<file path="src/i2c_master_byte_engine_core_assert.svh">
// assertion macros shared by the i2c master byte engine rtl
`ifndef I2C_MASTER_BYTE_ENGINE_CORE_ASSERT_SVH
`define I2C_MASTER_BYTE_ENGINE_CORE_ASSERT_SVH

// property must hold at every clock edge outside reset
`define I2CM_ASSERT(label, clk, rst_n, prop, msg) \
  label: assert property (@(posedge clk) disable iff (!rst_n) prop) else $error(msg);

// condition must never be seen outside reset
`define I2CM_ASSERT_NEVER(label, clk, rst_n, cond, msg) \
  label: assert property (@(posedge clk) disable iff (!rst_n) !(cond)) else $error(msg);

`endif

</file>
<file path="src/i2cm_pkg.sv">
// shared types and constants of the i2c master byte engine
package i2cm_pkg;

  // configuration reset values
  localparam logic [7:0] StartStopTicksRst = 8'd4;
  localparam logic [7:0] HalfBitTicksRst   = 8'd2;
  localparam logic [7:0] AckTimeoutRst     = 8'd250;

  // default depth of the command queue between front and back
  localparam int unsigned QueueDepthDefault = 2;

  // configuration register indexes
  typedef enum logic [1:0] {
    CfgStartStop = 2'd0,
    CfgHalfBit   = 2'd1,
    CfgAckTo     = 2'd2
  } cfg_idx_e;

  // classified command of one tick
  typedef enum logic [2:0] {
    CmdTick  = 3'd0,
    CmdStart = 3'd1,
    CmdStop  = 3'd2,
    CmdWrite = 3'd3,
    CmdRead  = 3'd4
  } cmd_e;

  // one queued tick
  typedef struct packed {
    cmd_e       cmd;
    logic [7:0] tx_byte;
    logic       send_ack;
    logic       sda_in;
  } item_t;

endpackage

</file>
<file path="src/i2cm_front.sv">
// input side: accepts ticks and classifies the op code
module i2cm_front (
  input  logic           in_valid_i,
  output logic           in_ready_o,
  input  logic [2:0]     op_i,
  input  logic [7:0]     tx_byte_i,
  input  logic           send_ack_i,
  input  logic           sda_in_i,
  input  logic           full_i,
  output logic           push_o,
  output i2cm_pkg::item_t item_o
);
  import i2cm_pkg::*;

  localparam logic [2:0] OpTick  = 3'd0;
  localparam logic [2:0] OpStart = 3'd1;
  localparam logic [2:0] OpStop  = 3'd2;
  localparam logic [2:0] OpWrite = 3'd3;
  localparam logic [2:0] OpRead  = 3'd4;

  cmd_e cmd;

  always_comb begin
    unique case (op_i)
      OpTick:  cmd = CmdTick;
      OpStart: cmd = CmdStart;
      OpStop:  cmd = CmdStop;
      OpWrite: cmd = CmdWrite;
      OpRead:  cmd = CmdRead;
      default: cmd = CmdTick; // unused codes only advance time
    endcase
  end

  assign in_ready_o       = !full_i;
  assign push_o           = in_valid_i && !full_i;
  assign item_o.cmd       = cmd;
  assign item_o.tx_byte   = tx_byte_i;
  assign item_o.send_ack  = send_ack_i;
  assign item_o.sda_in    = sda_in_i;

endmodule

</file>
<file path="src/i2cm_queue.sv">
// small fifo of classified ticks between front and back
module i2cm_queue #(
  parameter int unsigned Depth = i2cm_pkg::QueueDepthDefault
) (
  input  logic            clk_i,
  input  logic            rst_ni,
  input  logic            push_i,
  input  i2cm_pkg::item_t data_i,
  output logic            full_o,
  input  logic            pop_i,
  output i2cm_pkg::item_t data_o,
  output logic            empty_o
);
  import i2cm_pkg::*;

  localparam int unsigned PtrW = $clog2(Depth);
  localparam int unsigned CntW = $clog2(Depth + 1);

  item_t            mem_q [Depth];
  logic [PtrW-1:0]  wr_ptr_q, wr_ptr_d;
  logic [PtrW-1:0]  rd_ptr_q, rd_ptr_d;
  logic [CntW-1:0]  count_q, count_d;

  always_comb begin
    wr_ptr_d = wr_ptr_q;
    rd_ptr_d = rd_ptr_q;
    count_d  = count_q;
    if (push_i) begin
      wr_ptr_d = (wr_ptr_q == PtrW'(Depth - 1)) ? '0 : wr_ptr_q + 1'b1;
    end
    if (pop_i) begin
      rd_ptr_d = (rd_ptr_q == PtrW'(Depth - 1)) ? '0 : rd_ptr_q + 1'b1;
    end
    if (push_i && !pop_i) begin
      count_d = count_q + 1'b1;
    end else if (pop_i && !push_i) begin
      count_d = count_q - 1'b1;
    end
  end

  always_ff @(posedge clk_i or negedge rst_ni) begin
    if (!rst_ni) begin
      wr_ptr_q <= '0;
      rd_ptr_q <= '0;
      count_q  <= '0;
    end else begin
      wr_ptr_q <= wr_ptr_d;
      rd_ptr_q <= rd_ptr_d;
      count_q  <= count_d;
    end
  end

  always_ff @(posedge clk_i) begin
    if (push_i) begin
      mem_q[wr_ptr_q] <= data_i;
    end
  end

  assign data_o  = mem_q[rd_ptr_q];
  assign full_o  = (count_q == CntW'(Depth));
  assign empty_o = (count_q == '0);

endmodule

</file>
<file path="src/i2cm_back.sv">
// bus sequencer: timed phases, config registers and the result register
`include "i2c_master_byte_engine_core_assert.svh"

module i2cm_back (
  input  logic            clk_i,
  input  logic            rst_ni,
  input  logic            cfg_we_i,
  input  logic [1:0]      cfg_index_i,
  input  logic [7:0]      cfg_data_i,
  input  i2cm_pkg::item_t item_i,
  input  logic            item_valid_i,
  output logic            pop_o,
  output logic            out_valid_o,
  input  logic            out_ready_i,
  output logic            scl_out_o,
  output logic            sda_level_o,
  output logic            sda_enable_o,
  output logic            busy_res_o,
  output logic            done_res_o,
  output logic [7:0]      rx_byte_o,
  output logic            ack_missing_o
);
  import i2cm_pkg::*;

  typedef enum logic [3:0] {
    PhIdle   = 4'd0,
    PhStA    = 4'd1,
    PhStB    = 4'd2,
    PhSpA    = 4'd3,
    PhSpB    = 4'd4,
    PhWrLo   = 4'd5,
    PhWrHi   = 4'd6,
    PhAkLo   = 4'd7,
    PhAkPoll = 4'd8,
    PhRdLo   = 4'd9,
    PhRdHi   = 4'd10,
    PhRaLo   = 4'd11,
    PhRaHi   = 4'd12
  } phase_e;

  typedef struct packed {
    logic       scl_out;
    logic       sda_level;
    logic       sda_enable;
    logic       busy_res;
    logic       done_res;
    logic [7:0] rx_byte;
    logic       ack_missing;
  } res_t;

  // config registers
  logic [7:0] ss_ticks_q, hb_ticks_q, ack_to_q;

  // engine state
  phase_e     phase_q, phase_d;
  logic [3:0] bit_count_q, bit_count_d;
  logic [7:0] tick_count_q, tick_count_d;
  logic [7:0] poll_count_q, poll_count_d;
  logic [7:0] shift_q, shift_d;
  logic       ack_choice_q, ack_choice_d;
  logic       scl_q, scl_d;
  logic       sda_q, sda_d;
  logic       oe_q, oe_d;
  logic       fail_q, fail_d;
  logic [7:0] rx_hold_q, rx_hold_d;
  logic       done_d;

  // result register
  logic       out_valid_q, out_valid_d;
  res_t       out_q, out_d;

  logic       step;
  logic [7:0] len, len_eff, to_eff, tick_inc;
  logic [8:0] poll_inc;
  logic [3:0] bc_inc;
  logic       over;

  assign step  = item_valid_i && (!out_valid_q || out_ready_i);
  assign pop_o = step;

  always_comb begin
    unique case (phase_q)
      PhStA, PhStB, PhSpA, PhSpB: len = ss_ticks_q;
      default:                    len = hb_ticks_q;
    endcase
    len_eff  = (len == 8'd0) ? 8'd1 : len;
    to_eff   = (ack_to_q == 8'd0) ? 8'd1 : ack_to_q;
    tick_inc = tick_count_q + 8'd1;
    over     = (tick_inc >= len_eff);
    poll_inc = {1'b0, poll_count_q} + 9'd1;
    bc_inc   = bit_count_q + 4'd1;
  end

  always_comb begin
    phase_d      = phase_q;
    bit_count_d  = bit_count_q;
    tick_count_d = tick_count_q;
    poll_count_d = poll_count_q;
    shift_d      = shift_q;
    ack_choice_d = ack_choice_q;
    scl_d        = scl_q;
    sda_d        = sda_q;
    oe_d         = oe_q;
    fail_d       = fail_q;
    rx_hold_d    = rx_hold_q;
    done_d       = 1'b0;

    if (step) begin
      if (phase_q != PhIdle && phase_q != PhAkPoll) begin
        tick_count_d = over ? 8'd0 : tick_inc;
      end
      unique case (phase_q)
        PhIdle: begin
          unique case (item_i.cmd)
            CmdStart: begin
              phase_d = PhStA; scl_d = 1'b1; sda_d = 1'b1; oe_d = 1'b1;
              tick_count_d = 8'd0;
            end
            CmdStop: begin
              phase_d = PhSpA; scl_d = 1'b0; sda_d = 1'b0; oe_d = 1'b1;
              tick_count_d = 8'd0;
            end
            CmdWrite: begin
              fail_d = 1'b0; shift_d = item_i.tx_byte; bit_count_d = 4'd0;
              phase_d = PhWrLo; scl_d = 1'b0; sda_d = item_i.tx_byte[7]; oe_d = 1'b1;
              tick_count_d = 8'd0;
            end
            CmdRead: begin
              shift_d = 8'd0; bit_count_d = 4'd0; ack_choice_d = item_i.send_ack;
              phase_d = PhRdLo; scl_d = 1'b0; sda_d = 1'b1; oe_d = 1'b0;
              tick_count_d = 8'd0;
            end
            default: ;
          endcase
        end
        PhStA: if (over) begin
          phase_d = PhStB; scl_d = 1'b1; sda_d = 1'b0; oe_d = 1'b1;
        end
        PhStB: if (over) begin
          phase_d = PhIdle; scl_d = 1'b0; sda_d = 1'b0; oe_d = 1'b1; done_d = 1'b1;
        end
        PhSpA: if (over) begin
          phase_d = PhSpB; scl_d = 1'b1; sda_d = 1'b1; oe_d = 1'b1;
        end
        PhSpB: if (over) begin
          phase_d = PhIdle; scl_d = 1'b1; sda_d = 1'b1; oe_d = 1'b1; done_d = 1'b1;
        end
        PhWrLo: if (over) begin
          phase_d = PhWrHi; scl_d = 1'b1; oe_d = 1'b1;
        end
        PhWrHi: if (over) begin
          bit_count_d = bc_inc;
          if (bc_inc < 4'd8) begin
            shift_d = {shift_q[6:0], 1'b0};
            phase_d = PhWrLo; scl_d = 1'b0; sda_d = shift_q[6]; oe_d = 1'b1;
          end else begin
            phase_d = PhAkLo; scl_d = 1'b0; sda_d = 1'b1; oe_d = 1'b0;
          end
        end
        PhAkLo: if (over) begin
          poll_count_d = 8'd0;
          phase_d = PhAkPoll; scl_d = 1'b1; sda_d = 1'b1; oe_d = 1'b0;
        end
        PhAkPoll: begin
          if (!item_i.sda_in) begin
            phase_d = PhIdle; scl_d = 1'b0; sda_d = 1'b1; oe_d = 1'b0;
            tick_count_d = 8'd0; done_d = 1'b1;
          end else if (poll_inc > {1'b0, to_eff}) begin
            fail_d = 1'b1; poll_count_d = 8'd0;
            phase_d = PhSpA; scl_d = 1'b0; sda_d = 1'b0; oe_d = 1'b1;
            tick_count_d = 8'd0;
          end else begin
            poll_count_d = poll_inc[7:0];
          end
        end
        PhRdLo: if (over) begin
          shift_d = {shift_q[6:0], item_i.sda_in};
          phase_d = PhRdHi; scl_d = 1'b1; sda_d = 1'b1; oe_d = 1'b0;
        end
        PhRdHi: if (over) begin
          bit_count_d = bc_inc;
          if (bc_inc < 4'd8) begin
            phase_d = PhRdLo; scl_d = 1'b0; sda_d = 1'b1; oe_d = 1'b0;
          end else begin
            phase_d = PhRaLo; scl_d = 1'b0; sda_d = !ack_choice_q; oe_d = 1'b1;
          end
        end
        PhRaLo: if (over) begin
          phase_d = PhRaHi; scl_d = 1'b1; oe_d = 1'b1;
        end
        PhRaHi: if (over) begin
          rx_hold_d = shift_q;
          phase_d = PhIdle; scl_d = 1'b0; oe_d = 1'b1; done_d = 1'b1;
        end
        default: begin
          phase_d = PhIdle; scl_d = 1'b1; sda_d = 1'b1; oe_d = 1'b1;
          tick_count_d = 8'd0;
        end
      endcase
    end
  end

  always_comb begin
    out_d.scl_out     = scl_d;
    out_d.sda_level   = oe_d ? sda_d : 1'b1;
    out_d.sda_enable  = oe_d;
    out_d.busy_res    = (phase_d != PhIdle);
    out_d.done_res    = done_d;
    out_d.rx_byte     = rx_hold_d;
    out_d.ack_missing = fail_d;
    if (step) begin
      out_valid_d = 1'b1;
    end else if (out_ready_i) begin
      out_valid_d = 1'b0;
    end else begin
      out_valid_d = out_valid_q;
    end
  end

  always_ff @(posedge clk_i or negedge rst_ni) begin
    if (!rst_ni) begin
      ss_ticks_q   <= StartStopTicksRst;
      hb_ticks_q   <= HalfBitTicksRst;
      ack_to_q     <= AckTimeoutRst;
      phase_q      <= PhIdle;
      bit_count_q  <= 4'd0;
      tick_count_q <= 8'd0;
      poll_count_q <= 8'd0;
      shift_q      <= 8'd0;
      ack_choice_q <= 1'b0;
      scl_q        <= 1'b1;
      sda_q        <= 1'b1;
      oe_q         <= 1'b1;
      fail_q       <= 1'b0;
      rx_hold_q    <= 8'd0;
      out_valid_q  <= 1'b0;
    end else begin
      if (cfg_we_i) begin
        unique case (cfg_idx_e'(cfg_index_i))
          CfgStartStop: ss_ticks_q <= cfg_data_i;
          CfgHalfBit:   hb_ticks_q <= cfg_data_i;
          CfgAckTo:     ack_to_q   <= cfg_data_i;
          default: ;
        endcase
      end
      phase_q      <= phase_d;
      bit_count_q  <= bit_count_d;
      tick_count_q <= tick_count_d;
      poll_count_q <= poll_count_d;
      shift_q      <= shift_d;
      ack_choice_q <= ack_choice_d;
      scl_q        <= scl_d;
      sda_q        <= sda_d;
      oe_q         <= oe_d;
      fail_q       <= fail_d;
      rx_hold_q    <= rx_hold_d;
      out_valid_q  <= out_valid_d;
    end
  end

  always_ff @(posedge clk_i) begin
    if (step) begin
      out_q <= out_d;
    end
  end

  assign out_valid_o   = out_valid_q;
  assign scl_out_o     = out_q.scl_out;
  assign sda_level_o   = out_q.sda_level;
  assign sda_enable_o  = out_q.sda_enable;
  assign busy_res_o    = out_q.busy_res;
  assign done_res_o    = out_q.done_res;
  assign rx_byte_o     = out_q.rx_byte;
  assign ack_missing_o = out_q.ack_missing;

  `I2CM_ASSERT(a_done_not_busy, clk_i, rst_ni, out_valid_q && out_q.done_res |-> !out_q.busy_res, "completion reported while still busy")
  `I2CM_ASSERT_NEVER(a_bit_count_range, clk_i, rst_ni, bit_count_q > 4'd8, "bit counter past eight")
  `I2CM_ASSERT(a_idle_tick_clear, clk_i, rst_ni, phase_q == PhIdle |-> tick_count_q == 8'd0, "tick counter not cleared in idle")
  `I2CM_ASSERT(a_pop_loads_result, clk_i, rst_ni, pop_o |=> out_valid_q, "popped tick left no result")

endmodule

</file>
<file path="src/i2c_master_byte_engine_core.sv">
// top level of the i2c master byte engine: front, queue and bus sequencer
//
//   channel  signals                                   direction
//   in       in_valid_i/in_ready_o, op, tx_byte, ...   tick transactions into the block
//   cfg      cfg_valid_i/cfg_ready_o, index, data      register writes, always ready
//   out      out_valid_o/out_ready_i, scl_out, ...     one result per tick transaction
//
// one tick per clock sustained while out_ready_i stays high; a tick is written to
// the queue at the edge that takes it and is popped into the result register once
// the result slot is free; the sequencer step is the single loop that sets that figure
// reset leaves the queue empty, no result pending and the sequencer driving scl and sda high
// a stalled result holds the sequencer; the queue then fills and drops in_ready_o
module i2c_master_byte_engine_core #(
  parameter int unsigned QueueDepth = i2cm_pkg::QueueDepthDefault
) (
  input  logic       clk_i,
  input  logic       rst_ni,
  // tick input
  input  logic       in_valid_i,
  output logic       in_ready_o,
  input  logic [2:0] op_i,
  input  logic [7:0] tx_byte_i,
  input  logic       send_ack_i,
  input  logic       sda_in_i,
  // configuration writes
  input  logic       cfg_valid_i,
  output logic       cfg_ready_o,
  input  logic [1:0] cfg_index_i,
  input  logic [7:0] cfg_data_i,
  // results
  output logic       out_valid_o,
  input  logic       out_ready_i,
  output logic       scl_out_o,
  output logic       sda_level_o,
  output logic       sda_enable_o,
  output logic       busy_res_o,
  output logic       done_res_o,
  output logic [7:0] rx_byte_o,
  output logic       ack_missing_o
);
  import i2cm_pkg::*;

  // front to queue
  logic  push, full;
  item_t push_item;
  // queue to back
  logic  pop, empty;
  item_t head_item;

  // config writes always taken; user must keep them between commands, unenforced
  assign cfg_ready_o = 1'b1;

  // decode op codes, unused codes become plain ticks
  i2cm_front u_front (
    .in_valid_i (in_valid_i),
    .in_ready_o (in_ready_o),
    .op_i       (op_i),
    .tx_byte_i  (tx_byte_i),
    .send_ack_i (send_ack_i),
    .sda_in_i   (sda_in_i),
    .full_i     (full),
    .push_o     (push),
    .item_o     (push_item)
  );

  // decouples input acceptance from result back-pressure
  i2cm_queue #(
    .Depth (QueueDepth)
  ) u_queue (
    .clk_i   (clk_i),
    .rst_ni  (rst_ni),
    .push_i  (push),
    .data_i  (push_item),
    .full_o  (full),
    .pop_i   (pop),
    .data_o  (head_item),
    .empty_o (empty)
  );

  // phase sequencer plus registered result slot
  i2cm_back u_back (
    .clk_i         (clk_i),
    .rst_ni        (rst_ni),
    .cfg_we_i      (cfg_valid_i),
    .cfg_index_i   (cfg_index_i),
    .cfg_data_i    (cfg_data_i),
    .item_i        (head_item),
    .item_valid_i  (!empty),
    .pop_o         (pop),
    .out_valid_o   (out_valid_o),
    .out_ready_i   (out_ready_i),
    .scl_out_o     (scl_out_o),
    .sda_level_o   (sda_level_o),
    .sda_enable_o  (sda_enable_o),
    .busy_res_o    (busy_res_o),
    .done_res_o    (done_res_o),
    .rx_byte_o     (rx_byte_o),
    .ack_missing_o (ack_missing_o)
  );

endmodule

</file>
<file path="config.mk">
export PLATFORM = sky130hd
export DESIGN_NAME = i2c_master_byte_engine_core
export DESIGN_NICKNAME = d
export VERILOG_FILES = /design/src/i2cm_pkg.sv /design/src/i2cm_front.sv /design/src/i2cm_queue.sv /design/src/i2cm_back.sv /design/src/i2c_master_byte_engine_core.sv
export VERILOG_INCLUDE_DIRS = /design/src /design/src/src
export SDC_FILE = /design/constraint.sdc
export NUM_CORES = 1
export LEC_CHECK = 0
export BUFFER_PORTS_ARGS = -buffer_cell sky130_fd_sc_hd__buf_2
export CAP_MARGIN = 5
export CORE_ASPECT_RATIO = 0.9
export CORE_MARGIN = 5
export CORE_UTILIZATION = 60
export DETAILED_ROUTE_END_ITERATION = 10
export MAX_ROUTING_LAYER = met4
export PLACE_DENSITY = 0.8
export SLEW_MARGIN = 20
export SYNTH_ARGS = -nofsm -noshare
export SYNTH_HDL_FRONTEND = slang
export SYNTH_SLANG_ARGS = --single-unit
</file>
<file path="constraint.sdc">
create_clock -name clk_i -period 4.2 [get_ports clk_i]
set_input_delay 0.21 -clock clk_i [delete_from_list [all_inputs] [get_ports clk_i]]
set_output_delay 0.21 -clock clk_i [all_outputs]
set_load 0.01 [all_outputs]
</file>
==> flow_summary_export.csv <==
group,metric,value,unit
routing,vias_per_cell,6.35,
die,fp-row-count,34,
synthesis,synth_area_leaders,"dfrtp_1 26%, edfxtp_1 20%, mux2_2 7.3%",
die,pin_count,45,
outcome,status,"complete, no violations",
routing,antenna_left,0,
worst_setup_path,start_kind,"register",
routing,totalWireLength,14800,um
worst_setup_path,crit_slowest_cell,"dfrtp_1",
clock_network,cts_tree,"yes",
synthesis,synthTopCellsByCount,"63 x dfrtp_1, 48 x nand2_1, 47 x o21ai_0, 40 x edfxtp_1, 39 x mux2_2",
timing,maxSlewViolCount,0,
die,core_area,9740,um^2
synthesis,synth.top_cell.area_share,26.3,%
worst_setup_path,cp_cell_sequence,"inv_1 > xnor2_1 > nor2_4 > mux2i_1 > nand4_1 > o21ai_0 > ha_1 > nand2b_1 > a21o_1 > nand3_2 > nand2_1 > a21oi_1 > o41ai_4 > buf_4 > mux2_2",
timing,min_period,3.95,ns
power_and_ir_drop,combPwrFrac,35.5,%
global_route,antenna_found_initial,0,
synthesis,yosysMostFrequentCell,"dfrtp_1",
global_route,grt_pass1_vias,4806,
timing,finClkSkew,0.0133,ns
die,initial_utilization,61.6,%
synthesis,synth_top_cell_by_area,"dfrtp_1",
power_and_ir_drop,vdd_drop_max,418,uV
power_and_ir_drop,clkPwrFrac,29.3,%
timing,fmax,0.253,GHz
timing,worst_slew_pin_slew,0.910,ns
global_route,overflow,0,
worst_hold_path,hp-class,"input port to register",
worst_setup_path,crit_fanout,10,
power_and_ir_drop,leakage,3.10,nW
layout,finalNetCount,662,
power_and_ir_drop,seqPwrFrac,35.2,%
synthesis,synthArstFlopShare,64.9,%
place,port_buffers,43,
global_route,grt_pass1_wl,23900,um
layout,fillers,643,
synthesis,yosys_warnings,0,
clock_network,cts.sinks,114,
power_and_ir_drop,switching_share,37.7,%
flow_run,cap_violations,0,
die,die_h,105,um
synthesis,synth_cell_type_count,76,
routing,vias,4778,
die,dieArea,12100,um^2
timing,final-hold-violation-count,0,
layout,multiInputGateArea,2820,um^2
clock_network,insertion_delay,0.53,ns
die,fp.dieW,115,um
clock_network,clk_path_buf_depth,2,
routing,first_iter_violations,442,
worst_setup_path,crit_arrival,4.34,ns
synthesis,synth-edff-count,40,
routing,avgRoutedWirePerCell,19.6,um
timing,tns,0,ns
place,gp_congestion,0.985,
synthesis,seq_area_frac_synth,51.1,%
layout,seq_area,3070,um^2
timing,finalSetupViolCount,0,
layout,diodes,0,
global_route,grtUsageTotal,25.8,%
worst_setup_path,critPathKind,"register to register",
power_and_ir_drop,internal-power,3.02,mW
clock_network,numCtsBuffers,17,
layout,area_growth_syn_to_layout,19.9,%
timing,grt_setup_unrepaired,"no",
routing,dr.pass1.iters,5,
worst_setup_path,worstPathRequired,4.60,ns
timing,period_share,93.9,%
clock_network,cts_root_buffer,"clkbuf_8",
power_and_ir_drop,p_per_area,674,nW/um^2
clock_network,clkTransAtPathRegs,0.06,ns
power_and_ir_drop,p_sw,1.83,mW
place,dp_hpwl,9920,um
clock_network,cts_max_level,4,
layout,drive_above_1_share,24.7,%
synthesis,synth_seq_cells,114,
synthesis,avgSynthCellArea,11.2,um^2
synthesis,synth.net_count,585,
synthesis,synth_cells,537,
routing,drc,0,
worst_setup_path,critPathCaptureType,"register",
timing,slew_headroom,39.3,%
layout,fin_util,73.9,%
synthesis,ys.flop_type,"dfrtp_1",
worst_setup_path,max_stage_delay,0.38,ns
synthesis,syn_area,6000,um^2
global_route,grt_max_degree,42,
-- routing by layer --
metal / GRT usage, % / vias up / wire [um]
met1: 34.0 / 2328 / 6140
met3: 6.94 / 30 / 1190
met4: 7.63 / 0 / 267
li1: - / 2184 / -
met2: 39.4 / 236 / 7190
met5: - / - / 0
-- through the flow --
| stage | area, um^2 | setup slack, ns | cells | hold WS, ns | total power [mW] |
|---|---|---|---|---|---|
| after floorplan | 6000 | 0.380 | 537 | -0.0856 | 2.85 |
| final | 7200 | 0.255 | 753 | 0.0124 | 4.85 |
| after global routing | 7200 | 0.00353 | 753 | 0.0254 | 5.10 |
| after detailed placement | 6360 | 0.324 | 697 | 0.324 | 3.34 |
| after global placement | 6360 | 0.490 | 697 | 0.316 | 3.27 |
| after CTS | 7170 | 0.131 | 752 | 0.00208 | 4.80 |
-- worst max-delay path: cells and delay by family (launching register included) --
| family | cells | cell delay [ns] |
|---|---|---|
| fa+ha+maj | 1 | 0.17 |
| compound gates | 4 | 0.89 |
| mux | 2 | 0.71 |
| simple gates | 5 | 1.11 |
| xor+xnor | 1 | 0.14 |
| buf+inv | 2 | 0.41 |
| flops | 1 | 0.38 |
-- kinds of logic (layout without fill, tap and decap cells) --
logic type               after synthesis  count (layout)  synth area share (%)
AO/OA/AOI/OAI                        123             123                  13.9
flip-flops                           114             114                  51.1
AND/OR/NAND/NOR                      164             164                  14.3
other                                  1               1                0.0625
buffers and inverters                 32             122                  2.27
XOR/XNOR                              21              21                  3.06
adder cells (fa/ha/maj)               21              21                  4.33
multiplexers                          61              61                  11.0
-- registers in the layout (all words and copies together) (netlist names), 2 cells and up --
register	flops
u_queue.mem_q	26
u_back.rx_byte_o	8
u_back.poll_count_q	8
u_back.phase_q	4
u_queue.count_q	2
u_back.tick_count_q	8
u_back.ack_to_q	8
u_back.bit_count_q	4
u_back.shift_q	8
u_back.ss_ticks_q	8
u_back.rx_hold_q	8
u_back.hb_ticks_q	8
-- final cells by class --
cell class | instances | area share (%)
multi-input cells | 391 | 39.2
well taps | 126 | 2.19
clock inverters | 15 | 2.33
clock buffers | 17 | 5.75
repair buffers | 76 | 7.23
inverters | 14 | 0.730
flip-flops and latches | 114 | 42.6
-- power groups by stage --
stage	Combinational, mW	Clock (mW)	Sequential [mW]
after floorplan	1.20	0	1.64
after CTS	1.67	1.43	1.70
after detailed placement	1.63	0	1.71
after global placement	1.57	0	1.70
final	1.72	1.42	1.71
after global routing	1.88	1.48	1.74
-- repair_timing --
item                                    in CTS  in global routing
endpoints found under the setup margin       0                 10
hold endpoints to repair                    83                  0
hold buffers                                23                  0
gates resized for setup                      0                  1
setup buffers                                0                  1
-- worst paths after layout --
check / start / endpoint / slack, ns / cells past startpoint
min in group asynchronous: rst_ni / u_back.ack_choice_q / 0.29 / 2
max reg2reg: u_back.phase_q[2] / u_back.shift_q[3] / 0.25 / 15
min reg2reg: u_back.rx_hold_q[3] / u_back.rx_hold_q[3] / 0.50 / 1
min: out_ready_i / u_back.out_valid_o / 0.01 / 3
max: u_back.phase_q[2] / u_back.shift_q[3] / 0.25 / 15
max in group asynchronous: rst_ni / u_back.ack_to_q[3] / 2.88 / 3
-- cells in the final DEF, fill, tap and decap left out, types with 4 or more instances in the layout --
cell type and count:
ha_1 20, buf_4 10, nor3_1 9, inv_1 14, buf_2 43, nand3_1 22, nand2b_1 8, inv_6 7
xor2_1 8, nand4_1 5, o21ai_0 47, a21oi_1 12, edfxtp_1 40, a22o_1 5, and3_1 7, nor2b_1 5
nand2_1 48, nor2_1 28, o31ai_1 5, dfstp_2 11, clkbuf_16 16, mux2_2 39, mux2i_1 21, a31oi_1 4
dlygate4sd3_1 23, xnor2_1 13, dfrtp_1 63, a21o_1 7
Power figures use the tool's default switching activity.
